### src/sbf_pkg.sv
`default_nettype none
package sbf_pkg;

  localparam logic [7:0] END_TYPE = 8'd127;
  localparam logic [7:0] HDR_SIZE = 8'd4;

  typedef enum logic [2:0] {
    PH_HDR  = 3'd0,
    PH_AREA = 3'd1,
    PH_SEC  = 3'd2,
    PH_LEAD = 3'd3,
    PH_STR  = 3'd4,
    PH_NUL  = 3'd5,
    PH_STOP = 3'd6
  } phase_t;

  typedef enum logic [2:0] {
    ROLE_FMT  = 3'd0,
    ROLE_TEXT = 3'd1,
    ROLE_NUL  = 3'd2,
    ROLE_TERM = 3'd3,
    ROLE_IGN  = 3'd4,
    ROLE_LEAD = 3'd5
  } role_t;

  typedef struct packed {
    phase_t      phase;
    logic [7:0]  area_count;
    logic [7:0]  length;
    logic [7:0]  stype;
    logic [15:0] handle;
    logic [7:0]  string_count;
  } parse_state_t;

  localparam parse_state_t STATE_RESET = '{
    phase:        PH_HDR,
    area_count:   8'd0,
    length:       8'd0,
    stype:        8'd0,
    handle:       16'd0,
    string_count: 8'd0
  };

  typedef struct packed {
    logic [2:0]  byte_role;
    logic [7:0]  area_offset;
    logic [7:0]  string_number;
    logic [7:0]  struct_type;
    logic [15:0] struct_handle;
    logic [7:0]  struct_length;
    logic        header_ok;
    logic        struct_done;
    logic        struct_cut;
    logic        corrupt_stop;
    logic        table_end;
  } result_t;

endpackage
`default_nettype wire

### src/sbf_if.sv
`default_nettype none
interface sbf_byte_if;
  logic       valid;
  logic       ready;
  logic [7:0] table_byte;
  logic       final_byte;

  modport source (output valid, output table_byte, output final_byte, input ready);
  modport sink   (input valid, input table_byte, input final_byte, output ready);
endinterface

interface sbf_role_if;
  logic        valid;
  logic        ready;
  logic [2:0]  byte_role;
  logic [7:0]  area_offset;
  logic [7:0]  string_number;
  logic [7:0]  struct_type;
  logic [15:0] struct_handle;
  logic [7:0]  struct_length;
  logic        header_ok;
  logic        struct_done;
  logic        struct_cut;
  logic        corrupt_stop;
  logic        table_end;

  modport source (
    output valid, output byte_role, output area_offset, output string_number,
    output struct_type, output struct_handle, output struct_length,
    output header_ok, output struct_done, output struct_cut,
    output corrupt_stop, output table_end, input ready
  );
  modport sink (
    input valid, input byte_role, input area_offset, input string_number,
    input struct_type, input struct_handle, input struct_length,
    input header_ok, input struct_done, input struct_cut,
    input corrupt_stop, input table_end, output ready
  );
endinterface
`default_nettype wire

### src/sbf_step.sv
`default_nettype none
module sbf_step
  import sbf_pkg::*;
(
  input  parse_state_t cur,
  input  logic [7:0]   table_byte,
  input  logic         final_byte,
  output parse_state_t nxt,
  output result_t      res
);

  logic [7:0] cnt_inc;
  logic       done;
  logic       cut;
  logic       corr;
  logic       tend;
  role_t      role;
  logic [7:0] off;
  logic       hok;
  parse_state_t upd;

  assign cnt_inc = cur.area_count + 8'd1;

  always_comb begin
    upd  = cur;
    role = ROLE_IGN;
    off  = 8'd0;
    hok  = 1'b0;
    done = 1'b0;
    cut  = 1'b0;
    corr = 1'b0;
    tend = 1'b0;
    case (cur.phase)
      PH_HDR: begin
        role = ROLE_FMT;
        off  = cur.area_count;
        if (cur.area_count == 8'd0) begin
          upd.stype        = table_byte;
          upd.length       = 8'd0;
          upd.handle       = 16'd0;
          upd.string_count = 8'd0;
        end else if (cur.area_count == 8'd1) begin
          upd.length = table_byte;
        end else if (cur.area_count == 8'd2) begin
          upd.handle = {8'd0, table_byte};
        end else begin
          upd.handle = {table_byte, cur.handle[7:0]};
        end
        if (cur.area_count < HDR_SIZE - 8'd1) begin
          upd.area_count = cnt_inc;
        end else if (upd.length < HDR_SIZE) begin
          corr = 1'b1;
        end else if (upd.length == HDR_SIZE) begin
          hok       = 1'b1;
          upd.phase = PH_SEC;
          cut       = final_byte;
        end else begin
          upd.area_count = HDR_SIZE;
          upd.phase      = PH_AREA;
          corr           = final_byte;
        end
      end
      PH_AREA: begin
        role           = ROLE_FMT;
        off            = cur.area_count;
        upd.area_count = cnt_inc;
        if (cnt_inc == cur.length) begin
          hok       = 1'b1;
          upd.phase = PH_SEC;
          cut       = final_byte;
        end else begin
          corr = final_byte;
        end
      end
      PH_SEC: begin
        upd.string_count = 8'd1;
        if (table_byte == 8'd0) begin
          role      = ROLE_LEAD;
          upd.phase = PH_LEAD;
        end else begin
          role      = ROLE_TEXT;
          upd.phase = PH_STR;
        end
        cut = final_byte;
      end
      PH_LEAD: begin
        if (table_byte == 8'd0) begin
          role             = ROLE_TERM;
          upd.string_count = 8'd0;
          done             = 1'b1;
        end else begin
          role             = ROLE_TEXT;
          upd.string_count = 8'd2;
          upd.phase        = PH_STR;
          cut              = final_byte;
        end
      end
      PH_STR: begin
        if (table_byte == 8'd0) begin
          role      = ROLE_NUL;
          upd.phase = PH_NUL;
        end else begin
          role = ROLE_TEXT;
        end
        cut = final_byte;
      end
      PH_NUL: begin
        if (table_byte == 8'd0) begin
          role = ROLE_TERM;
          done = 1'b1;
        end else begin
          role = ROLE_TEXT;
          if (cur.string_count != 8'hFF) begin
            upd.string_count = cur.string_count + 8'd1;
          end
          upd.phase = PH_STR;
          cut       = final_byte;
        end
      end
      default: begin
        role = ROLE_IGN;
      end
    endcase
    if (done) begin
      tend           = (cur.stype == END_TYPE);
      upd.area_count = 8'd0;
      upd.phase      = tend ? PH_STOP : PH_HDR;
    end
    if (cut || corr) begin
      upd.phase = PH_STOP;
    end
  end

  assign res.byte_role     = role;
  assign res.area_offset   = off;
  assign res.string_number = upd.string_count;
  assign res.struct_type   = upd.stype;
  assign res.struct_handle = upd.handle;
  assign res.struct_length = upd.length;
  assign res.header_ok     = hok;
  assign res.struct_done   = done;
  assign res.struct_cut    = cut;
  assign res.corrupt_stop  = corr;
  assign res.table_end     = tend;

  assign nxt = final_byte ? STATE_RESET : upd;

endmodule
`default_nettype wire

### src/smbios_structure_framer.sv
`default_nettype none
// channel       dir  beat payload
// table_bytes   in   table_byte, final_byte
// roles         out  byte_role, area_offset, string_number, struct_type,
//                    struct_handle, struct_length, header_ok, struct_done,
//                    struct_cut, corrupt_stop, table_end
//
// One beat per cycle sustained while roles is ready. Each byte goes through
// one input register, then the phase update into the result register, to its
// result beat. rst (synchronous) clears the parse state and both valid flags.
// A stall on roles holds the result register; table_bytes keeps taking beats
// while the input register can move forward in the same cycle.
module smbios_structure_framer
  import sbf_pkg::*;
(
  input  wire logic  clk,
  input  wire logic  rst,
  sbf_byte_if.sink   table_bytes,
  sbf_role_if.source roles
);

  logic         in_valid;
  logic [7:0]   in_byte;
  logic         in_final;
  logic         out_valid;
  result_t      out_res;
  parse_state_t state;
  parse_state_t state_next;
  result_t      res_next;
  logic         out_free;
  logic         advance;

  assign out_free          = !out_valid || roles.ready;
  assign advance           = in_valid && out_free;
  assign table_bytes.ready = !in_valid || out_free;

  sbf_step u_step (
    .cur        (state),
    .table_byte (in_byte),
    .final_byte (in_final),
    .nxt        (state_next),
    .res        (res_next)
  );

  always_ff @(posedge clk) begin
    if (rst) begin
      in_valid <= 1'b0;
    end else if (table_bytes.ready) begin
      in_valid <= table_bytes.valid;
    end
  end

  always_ff @(posedge clk) begin
    if (table_bytes.ready && table_bytes.valid) begin
      in_byte  <= table_bytes.table_byte;
      in_final <= table_bytes.final_byte;
    end
  end

  always_ff @(posedge clk) begin
    if (rst) begin
      state     <= STATE_RESET;
      out_valid <= 1'b0;
    end else begin
      if (advance) begin
        state <= state_next;
      end
      if (out_free) begin
        out_valid <= in_valid;
      end
    end
  end

  always_ff @(posedge clk) begin
    if (advance) begin
      out_res <= res_next;
    end
  end

  assign roles.valid         = out_valid;
  assign roles.byte_role     = out_res.byte_role;
  assign roles.area_offset   = out_res.area_offset;
  assign roles.string_number = out_res.string_number;
  assign roles.struct_type   = out_res.struct_type;
  assign roles.struct_handle = out_res.struct_handle;
  assign roles.struct_length = out_res.struct_length;
  assign roles.header_ok     = out_res.header_ok;
  assign roles.struct_done   = out_res.struct_done;
  assign roles.struct_cut    = out_res.struct_cut;
  assign roles.corrupt_stop  = out_res.corrupt_stop;
  assign roles.table_end     = out_res.table_end;

  a_final_resets: assert property (@(posedge clk) disable iff (rst)
    advance && in_final |=> state == STATE_RESET)
    else $error("parse state not cleared after final beat");

  a_done_role: assert property (@(posedge clk) disable iff (rst)
    out_valid && out_res.struct_done |-> out_res.byte_role == ROLE_TERM)
    else $error("struct_done without set terminator");

  a_end_implies_done: assert property (@(posedge clk) disable iff (rst)
    out_valid && out_res.table_end |-> out_res.struct_done)
    else $error("table_end without struct_done");

  a_stop_exclusive: assert property (@(posedge clk) disable iff (rst)
    out_valid |-> !(out_res.corrupt_stop && (out_res.struct_cut || out_res.struct_done)))
    else $error("corrupt_stop together with another outcome");

  a_stopped_state: assert property (@(posedge clk) disable iff (rst)
    advance && !in_final && (res_next.struct_cut || res_next.corrupt_stop)
    |=> state.phase == PH_STOP)
    else $error("stop not taken after cut or corrupt beat");

endmodule
`default_nettype wire

### src/flat_wrapper.sv
// flat-port wrapper written by rule: the top's interface ports become plain ports
module smbios_structure_framer_flat import sbf_pkg::*;
  (clk, rst, table_bytes_valid, table_bytes_table_byte, table_bytes_final_byte, table_bytes_ready, roles_valid, roles_byte_role, roles_area_offset, roles_string_number, roles_struct_type, roles_struct_handle, roles_struct_length, roles_header_ok, roles_struct_done, roles_struct_cut, roles_corrupt_stop, roles_table_end, roles_ready);
  sbf_byte_if table_bytes_i ();
  sbf_role_if roles_i ();
  input  wire logic clk;
  input  wire logic rst;
  input wire logic [$bits(table_bytes_i.valid)-1:0] table_bytes_valid;
  input wire logic [$bits(table_bytes_i.table_byte)-1:0] table_bytes_table_byte;
  input wire logic [$bits(table_bytes_i.final_byte)-1:0] table_bytes_final_byte;
  output wire logic [$bits(table_bytes_i.ready)-1:0] table_bytes_ready;
  output wire logic [$bits(roles_i.valid)-1:0] roles_valid;
  output wire logic [$bits(roles_i.byte_role)-1:0] roles_byte_role;
  output wire logic [$bits(roles_i.area_offset)-1:0] roles_area_offset;
  output wire logic [$bits(roles_i.string_number)-1:0] roles_string_number;
  output wire logic [$bits(roles_i.struct_type)-1:0] roles_struct_type;
  output wire logic [$bits(roles_i.struct_handle)-1:0] roles_struct_handle;
  output wire logic [$bits(roles_i.struct_length)-1:0] roles_struct_length;
  output wire logic [$bits(roles_i.header_ok)-1:0] roles_header_ok;
  output wire logic [$bits(roles_i.struct_done)-1:0] roles_struct_done;
  output wire logic [$bits(roles_i.struct_cut)-1:0] roles_struct_cut;
  output wire logic [$bits(roles_i.corrupt_stop)-1:0] roles_corrupt_stop;
  output wire logic [$bits(roles_i.table_end)-1:0] roles_table_end;
  input wire logic [$bits(roles_i.ready)-1:0] roles_ready;
  assign table_bytes_i.valid = table_bytes_valid;
  assign table_bytes_i.table_byte = table_bytes_table_byte;
  assign table_bytes_i.final_byte = table_bytes_final_byte;
  assign table_bytes_ready = table_bytes_i.ready;
  assign roles_valid = roles_i.valid;
  assign roles_byte_role = roles_i.byte_role;
  assign roles_area_offset = roles_i.area_offset;
  assign roles_string_number = roles_i.string_number;
  assign roles_struct_type = roles_i.struct_type;
  assign roles_struct_handle = roles_i.struct_handle;
  assign roles_struct_length = roles_i.struct_length;
  assign roles_header_ok = roles_i.header_ok;
  assign roles_struct_done = roles_i.struct_done;
  assign roles_struct_cut = roles_i.struct_cut;
  assign roles_corrupt_stop = roles_i.corrupt_stop;
  assign roles_table_end = roles_i.table_end;
  assign roles_i.ready = roles_ready;
  smbios_structure_framer u_core (.clk(clk), .rst(rst), .table_bytes(table_bytes_i), .roles(roles_i));
endmodule
### config.mk
export PLATFORM = sky130hd
export DESIGN_NAME = smbios_structure_framer_flat
export DESIGN_NICKNAME = d
export VERILOG_FILES = /design/src/sbf_pkg.sv /design/src/sbf_if.sv /design/src/sbf_step.sv /design/src/smbios_structure_framer.sv /design/src/flat_wrapper.sv
export SDC_FILE = /design/constraint.sdc
export NUM_CORES = 1
export LEC_CHECK = 0
export CORE_UTILIZATION = 60
export CTS_CLUSTER_SIZE = 12
export DETAILED_ROUTE_END_ITERATION = 10
export DONT_BUFFER_PORTS = 1
export GPL_TIMING_DRIVEN = 0
export PLACE_DENSITY = 0.87
export SYNTH_ARGS = -nofsm -noshare
export SYNTH_HDL_FRONTEND = slang
export SYNTH_SLANG_ARGS = --single-unit
export TNS_END_PERCENT = 20
### constraint.sdc
create_clock -name clk -period 4.4 [get_ports clk]
set_input_delay 0.22 -clock clk [delete_from_list [all_inputs] [get_ports clk]]
set_output_delay 0.22 -clock clk [all_outputs]
set_load 0.02 [all_outputs]
==> summary.md <==
| Metric | Value |
|---|---|
| GPL Wtd Cong | 0.9137 |
| Top cell type's share of synthesized area | 36.05% |
| Initial antenna violation count | 0 |
| GRT busiest layer | met2 |
| Worst-path cell chain | ha_1, nand3_1, or3_1, a2111oi_2, a41oi_1, a2111oi_2, o311ai_1, a21oi_1 |
| Pins Over Slew Limit | 0 |
| Ys flop type | edfxtp_1 |
| Final worst path period need | 3038 ps |
| Root Driver | clkbuf_8 |
| Setup tns final | 0 ps |
| VDD IR max | 0.3916 mV |
| Hold Vio Cnt, Final | 0 |
| HPWL Detailed | 9115 um |
| Post-synthesis sequential area ratio | 55.65% |
| Register-to-register setup slack | 1360 ps |
| DRC viols | 0 |
| Synth async-reset ratio | 0% |
| Syn_area_per_cell | 10.25 sq um |
| Routed WL | 14,380 um |
| Max stage delay on crit path | 510 ps |
| Leakage | 2.197 nW |
| Global-route met2 utilization | 50.76% |
| Hold Path Class | input pin to register |
| Slew HR | 37.04% |
| GR Overflow Total | 0 |
| Hold path start | table_bytes_valid |
| Max Freq | 0.3292 GHz |
| Grt met3 use | 8.743% |
| Total number of yosys warnings | 0 |
| Initial core utilization | 62.08% |
| Final #Nets | 578 |
| Max-cap violations | 0 |
| Synth top area cells | edfxtp_1 36%, dfxtp_1 20%, a22oi_1 5.7%, nor2_1 5.1%, a21oi_1 3.2% |
| Ant. Diodes | 0 |
| Most used cell along the critical path | a2111oi_2 |
| Routed vias | 4,697 |
| CTS tree | yes |
| Post-route ant nets | 0 |
| Period utilisation layout | 69.04% |
| DRT Pass-1 Iters | 6 |
| Worst EP required | 4830 ps |
| Worst Hold Endpoint | u_core.in_byte[1] |
| Syn nets | 546 |
| Area of the die | 9407 sq um |
| Wirelength per Cell | 21.15 um |
| Yosys top cell by area | edfxtp_1 |
| Via density | 6.907 |
| Worst slew pin tran | 935.8 ps |
| Critical Path Fanout Max | 8 |
| Worst hold stages | 1 |
| RSZ-0062 raised after global routing | false |
| CP max-delay cell | a2111oi_2 |
| Port Buffers | 0 |
| Post-route setup slack | 1362 ps |
| Post-synth EDFFs | 65 |
| CORE AREA | 8721 sq um |
| Row count | 34 |
| Post-CTS resize count | 0 |
| Placed Cells | 637 |
| First-pass GRT wire length | 22,850 um |
| Clk buf depth | 2 |
| Synth Cell Area | 5414 sq um |
| Most frequent cells after synthesis | 73 x nor2_1, 65 x edfxtp_1, 53 x dfxtp_1 |
| CTS H-Tree Depth | 4 |
| Cell count after synthesis | 528 |
| Post-CTS Hold Buffers | 12 |
| I/O Pins | 71 |
| Sink Count | 118 |
| Grt met1 use | 38.22% |
| Flops & latches, synth | 118 |
| # setup viols final | 0 |
| Share of cells above drive strength 1 | 9.441% |
| Die H | 96.99 um |
| Crit. End Element | register |
| Worst Setup Start Kind | register |
| Worst EP arrival | 3470 ps |
| Setup CP Type | register to register |
| Power, Total | 2.844 mW |
| Die width | 96.99 um |
| Skew final | 9.195 ps |
| Setup bufs post-CTS | 0 |
| Vias in the first global route | 4,461 |
| Outcome | completed |
| R2R depth | 8 |
| Clk Latency, worst-skew pair | 520 ps |
| 1st-iter DRT viols | 656 |
| Unique masters post-synth | 55 |
| Most common cell in the netlist | nor2_1 |
| Setup WS pre-CTS | 1415 ps |
| Crit Reg-Reg Endpoint | u_core.state[49] |
| RR Startpoint | u_core.state[40] |
| Final non-filler cell total | 680 |
| Clock transition at path regs | 60 ps |
| Largest net degree at the start of global routing | 34 |
| Power Density | 452.4 nW/um^2 |
| Layout area overhead | 16.13% |
| Buf/Inv on CP | 0 |
| Hold Slack | 180.5 ps |
| Total GRT Usage | 31.11% |
| CP top delay family | compound AO/OA/AOI/OAI gates |
| Num CTS Buffers | 17 |
routing by layer:
layer | vias up | routed length, um
li1 | 2052 | -
met1 | 2179 | 5247
met2 | 380 | 6966
met3 | 86 | 1550
met4 | 0 | 615
met5 | - | 0
worst register-to-register path, stage by stage (launching register included):
cell and delay, ps:
dfxtp_1 470, ha_1 370, nand3_1 250, or3_1 440, a2111oi_2 510, a41oi_1 230, a2111oi_2 370, o311ai_1 160
a21oi_1 160
state kept, by name, summed over array words and instances, names as in the netlist, 3 cells and up:
register,count
u_core.roles.string_number,8
u_core.roles.area_offset,8
u_core.roles.struct_type,8
u_core.roles.byte_role,3
u_core.in_byte,8
u_core.roles.struct_handle,16
u_core.roles.struct_length,8
u_core.state,51
per-stage QoR:
| step | area, sq um | util [%] |
|---|---|---|
| final | 6287 | 72.09 |
| after global routing | 6287 | 72.09 |
| after CTS | 6287 | 72.09 |
| after detailed placement | 5569 | 63.86 |
| after global placement | 5549 | 63.63 |
| after floorplan | 5414 | - |
worst max path at each step:
stage	from	endpoint	slack, ps	depth (start not counted)
floorplan	u_core.roles.valid	u_core.state[48]	1270	7
global placement	u_core.roles.valid	u_core.state[49]	400	8
detailed placement	u_core.state[40]	u_core.state[49]	1420	8
CTS	u_core.state[40]	u_core.state[49]	1390	8
global route	u_core.state[40]	u_core.state[50]	1160	8
finish	u_core.state[40]	u_core.state[49]	1360	8
logic make-up after synthesis:
logic type | synth area share, %
AOI/OAI and AO/OA | 21.17
buffers and inverters | 3.258
muxes | 1.456
adders and majority gates | 1.156
xor gates and xnor gates | 2.265
and+or+nand+nor | 15.05
DFF | 55.65
cells in the final DEF, fill, tap and decap left out, types with 3 or more instances in the layout:
cell type	synthesis	final
clkbuf_8	0	3
a311oi_1	5	5
a31oi_1	10	10
nor3_1	3	3
a21oi_1	35	35
nand2_1	40	40
nor2b_1	3	3
clkbuf_1	29	32
a22o_1	7	7
xnor2_1	9	9
a41oi_1	4	4
edfxtp_1	65	65
a21o_1	3	3
ha_1	5	5
nand2b_1	6	6
and2_1	8	8
inv_1	11	10
nor4_1	3	3
xor2_1	5	5
o221ai_1	3	3
bufinv_16	0	3
or4_1	3	3
o211ai_1	4	4
o32ai_1	3	3
nand3_1	13	13
nor2_1	73	73
o21ai_0	27	27
or3_1	4	4
o21a_1	3	3
and3_1	8	8
a22oi_1	41	41
dlygate4sd3_1	0	12
nand4_1	3	3
mux2_2	7	7
clkbuf_16	0	17
dfxtp_1	53	53
buf_2	3	3
cell type report:
cell class	instances	area (sq um)
multi-input cells	366	2225
clock buffers	23	478.0
inverters	11	41.29
flip-flops and latches	118	3013
repair buffers	13	140.1
clock inverters	8	120.1
well taps	108	135.1
fillers	557	2434
plain buffers	33	135.1
report_power, final:
| group | total [mW] | internal [mW] | leakage (nW) | switching, mW |
|---|---|---|---|---|
| Combinational | 0.197 | 0.0601 | 0.853 | 0.137 |
| Clock | 1.39 | 0.920 | 0.291 | 0.467 |
| Sequential | 1.26 | 1.21 | 1.05 | 0.0544 |
Power figures use the tool's default switching activity.
